## config.mk

```make
export PLATFORM = sky130hd
export DESIGN_NAME = pbfa_ctrl
export DESIGN_NICKNAME = d
export VERILOG_FILES = /design/src/rtl/core/pbfa_pkg.sv /design/src/rtl/core/pbfa_ctrl.sv
export SDC_FILE = /design/constraint.sdc
export NUM_CORES = 1
export LEC_CHECK = 0
export BUFFER_PORTS_ARGS = -buffer_cell sky130_fd_sc_hd__buf_2
export CAP_MARGIN = 10
export CORE_AREA = 2 2 39 41
export CTS_CLUSTER_SIZE = 28
export DETAILED_ROUTE_END_ITERATION = 12
export DIE_AREA = 0 0 41 43
export GPL_TIMING_DRIVEN = 0
export SETUP_SLACK_MARGIN = 0.2
export SLEW_MARGIN = 20
export SYNTH_ARGS = -nofsm -noshare
export SYNTH_HDL_FRONTEND = slang
export SYNTH_SLANG_ARGS = --single-unit
```

## constraint.sdc

```tcl
create_clock -name clk -period 2.1 [get_ports clk]
set_clock_uncertainty 0.2 [all_clocks]
set_input_delay 0.315 -clock clk [delete_from_list [all_inputs] [get_ports clk]]
set_output_delay 0.315 -clock clk [all_outputs]
set_load 0.02 [all_outputs]
```

## src/rtl/core/pbfa_pkg.sv

```systemverilog
package pbfa_pkg;

  // Field widths of the channels and the configuration register
  localparam int TP_W      = 13;
  localparam int CNT_W     = 13;
  localparam int ADDR_W    = 24;
  localparam int FIRST_W   = 12;
  localparam int WORD_BITS = 32;
  localparam int BIT_W     = 5;

  localparam logic [TP_W-1:0] TP_RESET = 13'd4096;

  localparam int PAGES_DEF      = 4096;
  localparam int PAGE_BYTES_DEF = 4096;

  localparam logic CMD_ALLOC = 1'b0;
  localparam logic CMD_FREE  = 1'b1;

  typedef struct packed {
    logic               command;
    logic [CNT_W-1:0]   count;
    logic [ADDR_W-1:0]  address;
  } in_item_t;

  typedef struct packed {
    logic               found;
    logic [FIRST_W-1:0] first_page;
  } out_item_t;

  typedef enum logic [2:0] {
    ST_CLEAR,
    ST_IDLE,
    ST_DISPATCH,
    ST_DIV,
    ST_FREE_CHK,
    ST_SCAN,
    ST_MARK,
    ST_DONE
  } pbfa_state_t;

  // Commands from the controller to the datapath
  typedef struct packed {
    logic clr_en;
    logic load;
    logic div_step;
    logic scan_init;
    logic scan_step;
    logic mark_init;
    logic mark_step;
    logic res_ok;
    logic res_miss;
  } pbfa_cmd_t;

  // Status from the datapath to the controller
  typedef struct packed {
    logic clr_last;
    logic is_free;
    logic cnt_zero;
    logic free_empty;
    logic scan_hit;
    logic scan_miss;
    logic mark_done;
  } pbfa_sts_t;

endpackage

```

## src/rtl/core/pbfa_ctrl.sv

```systemverilog
module pbfa_ctrl import pbfa_pkg::*; (
  input  logic      clk,
  input  logic      rst_n,
  input  logic      start,
  input  pbfa_sts_t sts,
  output pbfa_cmd_t cmd,
  output logic      busy,
  output logic      out_strobe
);

  pbfa_state_t state_r, state_nxt;

  always_ff @(posedge clk) begin
    if (!rst_n) begin
      state_r <= ST_CLEAR;
    end else begin
      state_r <= state_nxt;
    end
  end

  always_comb begin
    state_nxt  = state_r;
    cmd        = '0;
    busy       = 1'b1;
    out_strobe = 1'b0;
    case (state_r)
      ST_CLEAR: begin
        cmd.clr_en = 1'b1;
        if (sts.clr_last) begin
          state_nxt = ST_IDLE;
        end
      end
      ST_IDLE: begin
        busy = 1'b0;
        if (start) begin
          cmd.load  = 1'b1;
          state_nxt = ST_DISPATCH;
        end
      end
      ST_DISPATCH: begin
        if (sts.is_free) begin
          state_nxt = ST_DIV;
        end else if (sts.cnt_zero) begin
          cmd.res_miss = 1'b1;
          state_nxt    = ST_DONE;
        end else begin
          cmd.scan_init = 1'b1;
          state_nxt     = ST_SCAN;
        end
      end
      ST_DIV: begin
        cmd.div_step = 1'b1;
        state_nxt    = ST_FREE_CHK;
      end
      ST_FREE_CHK: begin
        cmd.res_ok = 1'b1;
        if (sts.free_empty) begin
          state_nxt = ST_DONE;
        end else begin
          cmd.mark_init = 1'b1;
          state_nxt     = ST_MARK;
        end
      end
      ST_SCAN: begin
        cmd.scan_step = 1'b1;
        if (sts.scan_hit) begin
          cmd.mark_init = 1'b1;
          cmd.res_ok    = 1'b1;
          state_nxt     = ST_MARK;
        end else if (sts.scan_miss) begin
          cmd.res_miss = 1'b1;
          state_nxt    = ST_DONE;
        end
      end
      ST_MARK: begin
        cmd.mark_step = 1'b1;
        if (sts.mark_done) begin
          state_nxt = ST_DONE;
        end
      end
      ST_DONE: begin
        out_strobe = 1'b1;
        state_nxt  = ST_IDLE;
      end
      default: begin
        state_nxt = ST_IDLE;
      end
    endcase
  end

endmodule

```

# Word-level counts from Yosys, hierarchy flattened
# Cells that the tools add are included.
[word_totals]
reg_bits = 3
in_bits = 10
output_inout_bits = 11
word_cells = 43
[op_classes]
n_eq_ne = 11
n_mux = 29
reduce_logical = 2
[ops]
columns = ["cell", "count"]
rows = [
  ["3-bit case mux with 8 select lines", 1],
  ["1-bit 2-to-1 mux", 18],
  ["3-bit 2-to-1 mux", 6],
  ["3-bit == test (second input constant)", 4],
  ["3-bit by 2-bit == test with 1-bit output (second input constant)", 2],
  ["2-bit inequality test (second input constant)", 3],
  ["1-bit case mux with 2 select lines", 3],
  ["4-bit AND reduction", 1],
  ["3-bit by 1-bit == test with 1-bit output (second input constant)", 1],
  ["3-bit logical NOT", 1],
  ["3-bit inequality test (second input constant)", 1],
  ["2-bit 2-to-1 mux", 1],
]

# Depth between registers and ports, before layout
# Gate-level depths: netlist of the first run.
[logic_depth]
ltp_word = 3
mapped_depth = 4
ltp_nobuf = 3

# Least setup slack after synthesis of the first run
# Ideal clock, no wire load.
[synth_path]
path_type = "reg-to-output"
start = "register state_r[0]"
end = "output port cmd[3] (netlist name)"
arrival_ps = 1098
t_required_ps = 1585
slack_ps = 487
path_stages_with_launch = 4
path_cell_list = "dfxtp_1 > buf_4 > and2b_4 > nor3_1"
[synth_rtl]
columns = ["item", "line_no", "text"]
rows = [
  ["from (decl)", "pbfa_ctrl.sv:11", "pbfa_state_t state_r, state_nxt;"],
  ["from (signal assigned)", "pbfa_ctrl.sv:17", "state_r <= state_nxt;"],
  ["to (decl)", "pbfa_ctrl.sv:6", "output pbfa_cmd_t cmd,"],
]

==> impl_metrics.tcl, run 1 <==
set metrics [dict create \
    min_from "rst_n" \
    die_x_um 41 \
    route.detailed.drc 0 \
    clk_path_buf_depth 2 \
    crit_arrival_ns 1.26 \
    via_per_inst 4.25 \
    fp.coreArea_um2 1380 \
    fin_crit_sh_pct 84.4 \
    io_pins 21 \
    min_path_cells 2 \
    r2r-start "state_r[2]" \
    timing.final.ws_setup_ns 0.328 \
    top_register "state_r" \
    syn_nets 50 \
    grt_usage_pct 12.2 \
    post-place-ws_ns 0.558 \
    whs_ns 0.157 \
    rsz0062_at_grt "no" \
    grt_pass1_vias 321 \
    leakage_nw 0.217 \
    fin_area_um2 438 \
    synth_ff_type "dfxtp_1" \
    min_period_ns 1.77 \
    hpwl_um 603 \
    ir_drop_uv 309 \
    clk_latency_ns 0.24 \
    setup.worst_path.end_class "output port" \
    status "finished, final reports clean" \
    ys_top_cells_by_count "nor2_1, nor3_1, dfxtp_1, nand2b_1" \
    antenna_cells 0 \
    cts_setup_buffers 0 \
    ys_seq_area_share_pct 20.8 \
    ys_ff_latch 3 \
    placedCellCount 76 \
    grt-ovfl-total 0 \
    critPathKind "reg2out" \
    ant_nets 0 \
    final.setup.tns_ns 0 \
    slew_headroom_pct 88.6 \
    fillerInstances 162 \
    hold_path_end "state_r[1]" \
    reg2reg_depth 4 \
    setup_viol 0 \
    slew_violations 0 \
    synth_top_area_share_pct 20.8 \
    yosysMostFrequentCell "nor2_1" \
    antenna_found_initial 0 \
    gp_congestion 0.764 \
    p_per_area_nw_per_um2 763 \
    cts_max_level 1 \
    max_cap_viol_count 0 \
    root_buffer "clkbuf_4" \
    power_uw 334 \
    r2r_end "state_r[1]" \
    dr.pass1.iters 3 \
    cts_tree "built" \
    synth_edf_count 0 \
    place_area_um2 409 \
    dr_total_vias 340 \
    r2r_slack_ns 0.83 \
    cts_made_buffers 3 \
    ys_async_sr_fraction_pct 0 \
    avgSynthCellArea_um2 7.23 \
    wl_um 745 \
    yosysWarnings 0 \
    crit_fanout 10 \
    cp_slowest_cell "dfxtp_1" \
    cp_cell_sequence "buf_4 > and2b_4 > a32o_1 > buf_2" \
    worst_pin_slew_ns 0.170 \
    required_ns 1.58 \
    grt_pass1_wl_um 1360 \
    holdBufCountCts 0 \
    clock-sinks 3 \
    synth_top_cell_by_area "dfxtp_1" \
    start_util_pct 20.9 \
    grt_max_degree 11 \
    yosys-top-cells-area "dfxtp_1, buf_6, nor2_1" \
    hp-class "in2reg" \
    routedWlPerCell_um 9.31 \
    reg_top3 "state_r (3)" \
    area_delta_synth_final_pct 51.5 \
    clk_pin_slew_ns 0.03 \
    layout.nets 75 \
    ys_types 24 \
    port_buffers 20 \
    syn-cell-area_um2 289 \
    synthCells 40 \
    drt_iter0_drc 5 \
    startpoint_type "flip-flop" \
    rows 14 \
    max_freq_ghz 0.564 \
    die_area_um2 1760 \
    largest_register_ff_count 3 \
    fp.dieH_um 43 \
    drive_gt1_share_pct 50.0 \
    stdcell_count 80 \
    hold_viol_final 0 \
    utilization_pct 31.6 \
    max_stage_delay_ns 0.29 \
]
layout by cell type (no fill, tap or decap), drive strengths merged:
cell    Yosys  routed
o21ai       2       2
inv         2       2
a32o        1       1
nand2b      3       3
nor2b       2       2
nand2       2       2
nand4       1       1
buf         3      23
nor3b       1       1
nor2        7       7
o211ai      1       1
and3        1       1
nor3        5       5
a21oi       2       2
or3         1       1
dfxtp       3       3
and2b       1       1
o31a        1       1
clkbuf      0       4
and2        1       1
power by group:
part           internal, mW  switching [mW]
Combinational        0.0690          0.0904
Clock                0.0714          0.0332
Sequential           0.0667         0.00338
worst max path at each step:
stage               startpoint     end  slack [ns]
finish              state_r[0]  cmd[0]        0.33
CTS                 state_r[1]  cmd[0]        0.30
floorplan           state_r[0]  cmd[3]        0.49
global route        state_r[1]  cmd[0]        0.24
global placement    state_r[0]  cmd[0]        0.57
detailed placement  state_r[1]  cmd[0]        0.56
logic make-up (layout without fill, tap and decap cells):
kind of cell,Yosys count,count (layout),share of synthesized area [%]
DFF,3,3,20.8
AOI/OAI and AO/OA,7,7,16.0
and+or+nand+nor,25,25,50.2
buffers and inverters,5,29,13.0
routing by layer:
| metal | up-vias | share of wire [%] | track usage [%] |
|---|---|---|---|
| met5 | - | 0 | 0 |
| met4 | 0 | 1.9 | 12.0 |
| met3 | 2 | 8.2 | 4.71 |
| met2 | 15 | 44 | 14.4 |
| met1 | 138 | 45 | 15.6 |
| li1 | 185 | - | - |
layout make-up:
class	count	area, um^2	area share (%)
buffer	3	30.0	6.86
sequential	3	60.1	13.7
inverter	2	7.51	1.71
multi-input combinational	32	194	44.3
timing repair buffer	20	100	22.9
tap	16	20.0	4.57
clock buffer	4	26.3	6.00
what timing repair did:
action                                  4_1_cts  5_1_grt
hold endpoints to repair                      0        0
endpoints found under the setup margin        0        1
gates resized for setup                       0        1
worst max-delay path: cells and delay by family, from the launching register on:
family | cells | cell delay (ns)
flops | 1 | 0.29
compound gates | 1 | 0.24
buf+inv | 2 | 0.31
simple gates | 1 | 0.18
Power figures use the tool's default switching activity.
==> inputs of run 2 (changes only) <==
Settings changed: ABC_AREA set to 1.
Clock period 2.1 ns to 1.6 ns, I/O delays scaled along.
==> impl_metrics.tcl, run 2 <==
set metrics [dict create \
    largest_register_ff_count 3 \
    antenna_cells 0 \
    slew_violations 0 \
    synthCells 54 \
    max_freq_ghz 0.614 \
    max_cap_viol_count 0 \
    start_util_pct 22.1 \
    synth_edf_count 0 \
    holdBufCountCts 0 \
    timing.final.ws_setup_ns -0.0290 \
    cts_made_buffers 3 \
    avgSynthCellArea_um2 5.65 \
    synth_ff_type "dfxtp_1" \
    clk_latency_ns 0.23 \
    setup_viol 2 \
    crit_fanout 6 \
    leakage_nw 0.366 \
    routedWlPerCell_um 11.7 \
    ant_nets 0 \
    hold_viol_final 0 \
    layout.nets 102 \
    power_frac_clock_pct 8.8 \
    r2r_end "state_r[1]" \
    rows 14 \
    power_mw 1.48 \
    drive_gt1_share_pct 74.7 \
    grt-ovfl-total 0 \
    root_buffer "clkbuf_4" \
    cts_max_level 1 \
    io_pins 21 \
    fp.coreArea_um2 1380 \
    fillerInstances 127 \
    slew_headroom_pct 84.4 \
    startpoint_type "flip-flop" \
    die_x_um 41 \
    die_area_um2 1760 \
    ys_ff_latch 3 \
    min_from "rst_n" \
    comb_power_share_pct 76.3 \
    yosys-top-cells-area "dfxtp_1, nand2_1, inv_1" \
    final_cell_mix "buf_6, buf_2, buf_4" \
    hpwl_um 637 \
    final_common_cell "buf_6" \
    clk_path_buf_depth 2 \
    antenna_found_initial 0 \
    r2r-start "state_r[2]" \
    critPathKind "reg2out" \
    drt_iter0_drc 1 \
    reg_top3 "state_r (3)" \
    grt_usage_pct 14.8 \
    status "finished, violations left" \
    power_frac_seq_pct 14.9 \
    ys_seq_area_share_pct 19.7 \
    hp-class "in2reg" \
    grt_max_degree 7 \
    r2r_slack_ns 0.08 \
    intPower_uw 798 \
    syn-cell-area_um2 305 \
    clock-sinks 3 \
    cts_tree "built" \
    hold_path_end "state_r[1]" \
    yosysWarnings 0 \
    via_per_inst 4.39 \
    ir_drop_uv 815 \
    ys_top_cells_by_count "nand2_1, inv_1, nor2_1" \
    multiInputGateArea_um2 308 \
    clk_pin_slew_ns 0.03 \
    ys_async_sr_fraction_pct 0 \
    crit_arrival_ns 1.19 \
    min_period_ns 1.63 \
    rsz0062_at_grt "yes" \
    violations "setup timing" \
    fp.dieH_um 43 \
    min_path_cells 3 \
    syn_nets 64 \
    dr_total_vias 470 \
    gp_congestion 0.737 \
    required_ns 1.16 \
    area_delta_synth_final_pct 146 \
    post-place-ws_ns 0.129 \
    setup.worst_path.end_class "output port" \
    reg2reg_depth 10 \
    route.detailed.drc 0 \
    fin_crit_sh_pct 102 \
    swShare_pct 46.2 \
    wl_um 1250 \
    synth_top_area_share_pct 19.7 \
    p_per_area_nw_per_um2 1980 \
    dr.pass1.iters 2 \
    ys_types 17 \
    worst_pin_slew_ns 0.234 \
    synth_top_cell_by_area "dfxtp_1" \
    grt_pass1_vias 437 \
    grt_pass1_wl_um 1770 \
    power.switching_uw 685 \
    register_area_um2 71.3 \
    port_buffers 20 \
    top_register "state_r" \
    yosysMostFrequentCell "nand2_1" \
]
## run 2: cell count changes after synthesis, sizes merged, moves of 2 or more
cell and change:
inv +9, nand2b -3, a21boi +2, nand3 +4
nand2 +10, buf -3, nor2b -2, nor3 -4
nor2 +7
## run 2: worst max-delay path, cell delays in order (launching register included)
cell and delay [ns]:
dfxtp_4 0.37, nor2_4 0.12, nand3b_1 0.14, o22ai_2 0.18, buf_6 0.14
## run 2: power groups by stage
stage,registers [mW],clock network [mW],logic (mW)
finish,0.221,0.130,1.13
global route,0.228,0.139,1.21
CTS,0.201,0.140,0.953
detailed placement,0.171,0,0.506
global placement,0.170,0,0.500
floorplan,0.158,0,0.381
## run 2: cell type report
class	count	area share (%)
Tap cell	16	2.67
Inverter	11	5.83
Timing Repair Buffer	33	37.5
Clock buffer	4	3.50
Multi-Input combinational cell	40	41.0
Sequential cell	3	9.50
## run 2: kinds of logic (layout without fill, tap and decap cells)
group	Yosys count	in the layout	share of synthesized area, %
buffers and inverters	11	48	13.5
AOI/OAI and AO/OA	7	7	14.3
and+or+nand+nor	33	33	52.5
DFF	3	3	19.7
## run 2: per-layer routing
| layer | up-vias | track usage, % | part of all wire (%) |
|---|---|---|---|
| li1 | 241 | - | - |
| met5 | - | 0 | 0 |
| met4 | 0 | 6.00 | 0 |
| met1 | 222 | 16.7 | 37 |
| met3 | 0 | 1.57 | 1.7 |
| met2 | 7 | 26.3 | 62 |
## run 2: worst max-delay path by stage
| stage | start | to | cells after the start |
|---|---|---|---|
| global placement | state_r[0] | cmd[0] | 5 |
| global route | state_r[1] | cmd[0] | 6 |
| detailed placement | state_r[0] | cmd[0] | 5 |
| floorplan | state_r[2] | cmd[0] | 4 |
| finish | state_r[2] | cmd[0] | 4 |
| CTS | state_r[2] | cmd[0] | 4 |
## run 2: through the flow
stage	hold WS, ns	TNS, ns	instance area (um^2)	util (%)	std cells
2_1_floorplan	0.175	0	315	-	54
3_3_place_gp	0.310	0	435	31.5	90
3_5_place_dp	0.308	0	435	31.5	90
4_1_cts	0.0532	-0.0486	677	48.9	104
5_1_grt	0.0711	-0.273	751	54.2	107
6_report	0.0647	-0.0292	751	54.2	107
## run 2: repair_timing
action                                  CTS  global route
buffers inserted                         10             3
endpoints found under the setup margin   11            14
endpoints found under the hold margin     0             0
resized for setup                        47            15
pin swaps                                12             9
==> inputs of run 3 (changes only) <==
Settings changed: CTS_BUF_LIST set to sky130_fd_sc_hd__clkbuf_8.
==> impl_metrics.tcl, run 3 (same netlist as run 2, synthesis figures left out) <==
set metrics [dict create \
    largest_register_ff_count 3 \
    drt_iter0_drc 4 \
    antenna_cells 0 \
    holdBufCountCts 0 \
    max_cap_viol_count 0 \
    cts_max_level 1 \
    gp_congestion 0.737 \
    register_area_um2 71.3 \
    wl_um 1180 \
    r2r-start "state_r[2]" \
    fp.dieH_um 43 \
    clk_pin_slew_ns 0.03 \
    crit_arrival_ns 1.19 \
    die_x_um 41 \
    cts_tree "built" \
    status "finished, violations left" \
    dr_total_vias 464 \
    min_from "rst_n" \
    setup_viol 1 \
    critPathKind "reg2out" \
    multiInputGateArea_um2 293 \
    stdcell_count 106 \
    dr.pass1.iters 4 \
    antenna_found_initial 0 \
    cts_made_buffers 3 \
    leakage_nw 0.371 \
    grt_max_degree 7 \
    p_per_area_nw_per_um2 2010 \
    slew_violations 0 \
    slew_headroom_pct 83.8 \
    fillerInstances 128 \
    layout.nets 101 \
    ant_nets 0 \
    grt_pass1_vias 438 \
    crit_start "state_r[2]" \
    max_freq_ghz 0.613 \
    fin_crit_sh_pct 102 \
    via_per_inst 4.38 \
    hp-class "in2reg" \
    clock-sinks 3 \
    final_cell_mix "buf_6, buf_2, buf_4" \
    start_util_pct 22.1 \
    fp.coreArea_um2 1380 \
    io_pins 21 \
    startpoint_type "flip-flop" \
    reg_top3 "state_r (3)" \
    drive_gt1_share_pct 70.0 \
    final_common_cell "buf_6" \
    timing.final.ws_setup_ns -0.0305 \
    min_period_ns 1.63 \
    utilization_pct 53.5 \
    root_buffer "clkbuf_8" \
    rows 14 \
    clk_path_buf_depth 2 \
    worst_pin_slew_ns 0.241 \
    whs_ns 0.102 \
    grt_usage_pct 14.8 \
    area_delta_synth_final_pct 143 \
    placedCellCount 90 \
    crit_fanout 6 \
    clk_latency_ns 0.21 \
    die_area_um2 1760 \
    port_buffers 20 \
    routedWlPerCell_um 11.1 \
    grt_pass1_wl_um 1790 \
    setup.worst_path.end_class "output port" \
    top_register "state_r" \
    required_ns 1.16 \
    violations "setup timing" \
    route.detailed.drc 0 \
    ir_drop_uv 853 \
    place_area_um2 435 \
    grt-ovfl-total 0 \
    hold_viol_final 0 \
    hpwl_um 637 \
    final.setup.tns_ns -0.0305 \
    fin_area_um2 741 \
    rsz0062_at_grt "yes" \
]
## run 3: cell types whose count changed in the layout (fill, tap and decap cells not counted), sizes merged
| cell | before | now |
|---|---|---|
| inv | 11 | 12 |
| buf | 33 | 32 |
| clkbuf | 4 | 3 |
## run 3: timing repair
action	in CTS	in global routing
pin swaps	13	9
endpoints found under the setup margin	11	14
setup buffers	9	3
hold endpoints to repair	0	0
resized for setup	45	9
## run 3: final timing paths
| path | endpoint | slack (ns) | cells after the start |
|---|---|---|---|
| max | cmd[0] | -0.03 | 4 |
| min | state_r[1] | 0.10 | 3 |
| max reg2reg | state_r[1] | 0.08 | 10 |
| min reg2reg | state_r[2] | 0.53 | 3 |
## run 3: critical path, stage by stage, from the launching register on
cell and delay (ns):
dfxtp_4 0.37, nor2_4 0.12, nand3b_1 0.15, o22ai_2 0.19, buf_6 0.14
## run 3: final cells by class
type	instances	share of cell area, %
clock buffers	3	5.57
clock inverters	1	0.507
inverters	11	5.91
multi-input cells	40	39.5
flip-flops and latches	3	9.63
well taps	16	2.70
repair buffers	32	36.1
## run 3: through the flow
| step | setup slack [ns] | total power [mW] |
|---|---|---|
| floorplan | 0.177 | 0.538 |
| global placement | 0.129 | 0.670 |
| detailed placement | 0.129 | 0.677 |
| CTS | -0.00613 | 1.35 |
| global route | -0.0555 | 1.58 |
| finish | -0.0305 | 1.49 |
## run 3: power by group
| part | internal (mW) | switching [mW] |
|---|---|---|
| logic | 0.532 | 0.524 |
| clock network | 0.163 | 0.0476 |
| registers | 0.132 | 0.0881 |
## run 3: per-layer routing
metal / vias to the layer above / track usage [%] / wire, um
met2: 7 / 25.6 / 709
met1: 218 / 17.3 / 447
li1: 239 / - / -
met5: - / 0 / 0
met4: 0 / 6.00 / 0
met3: 0 / 1.57 / 21
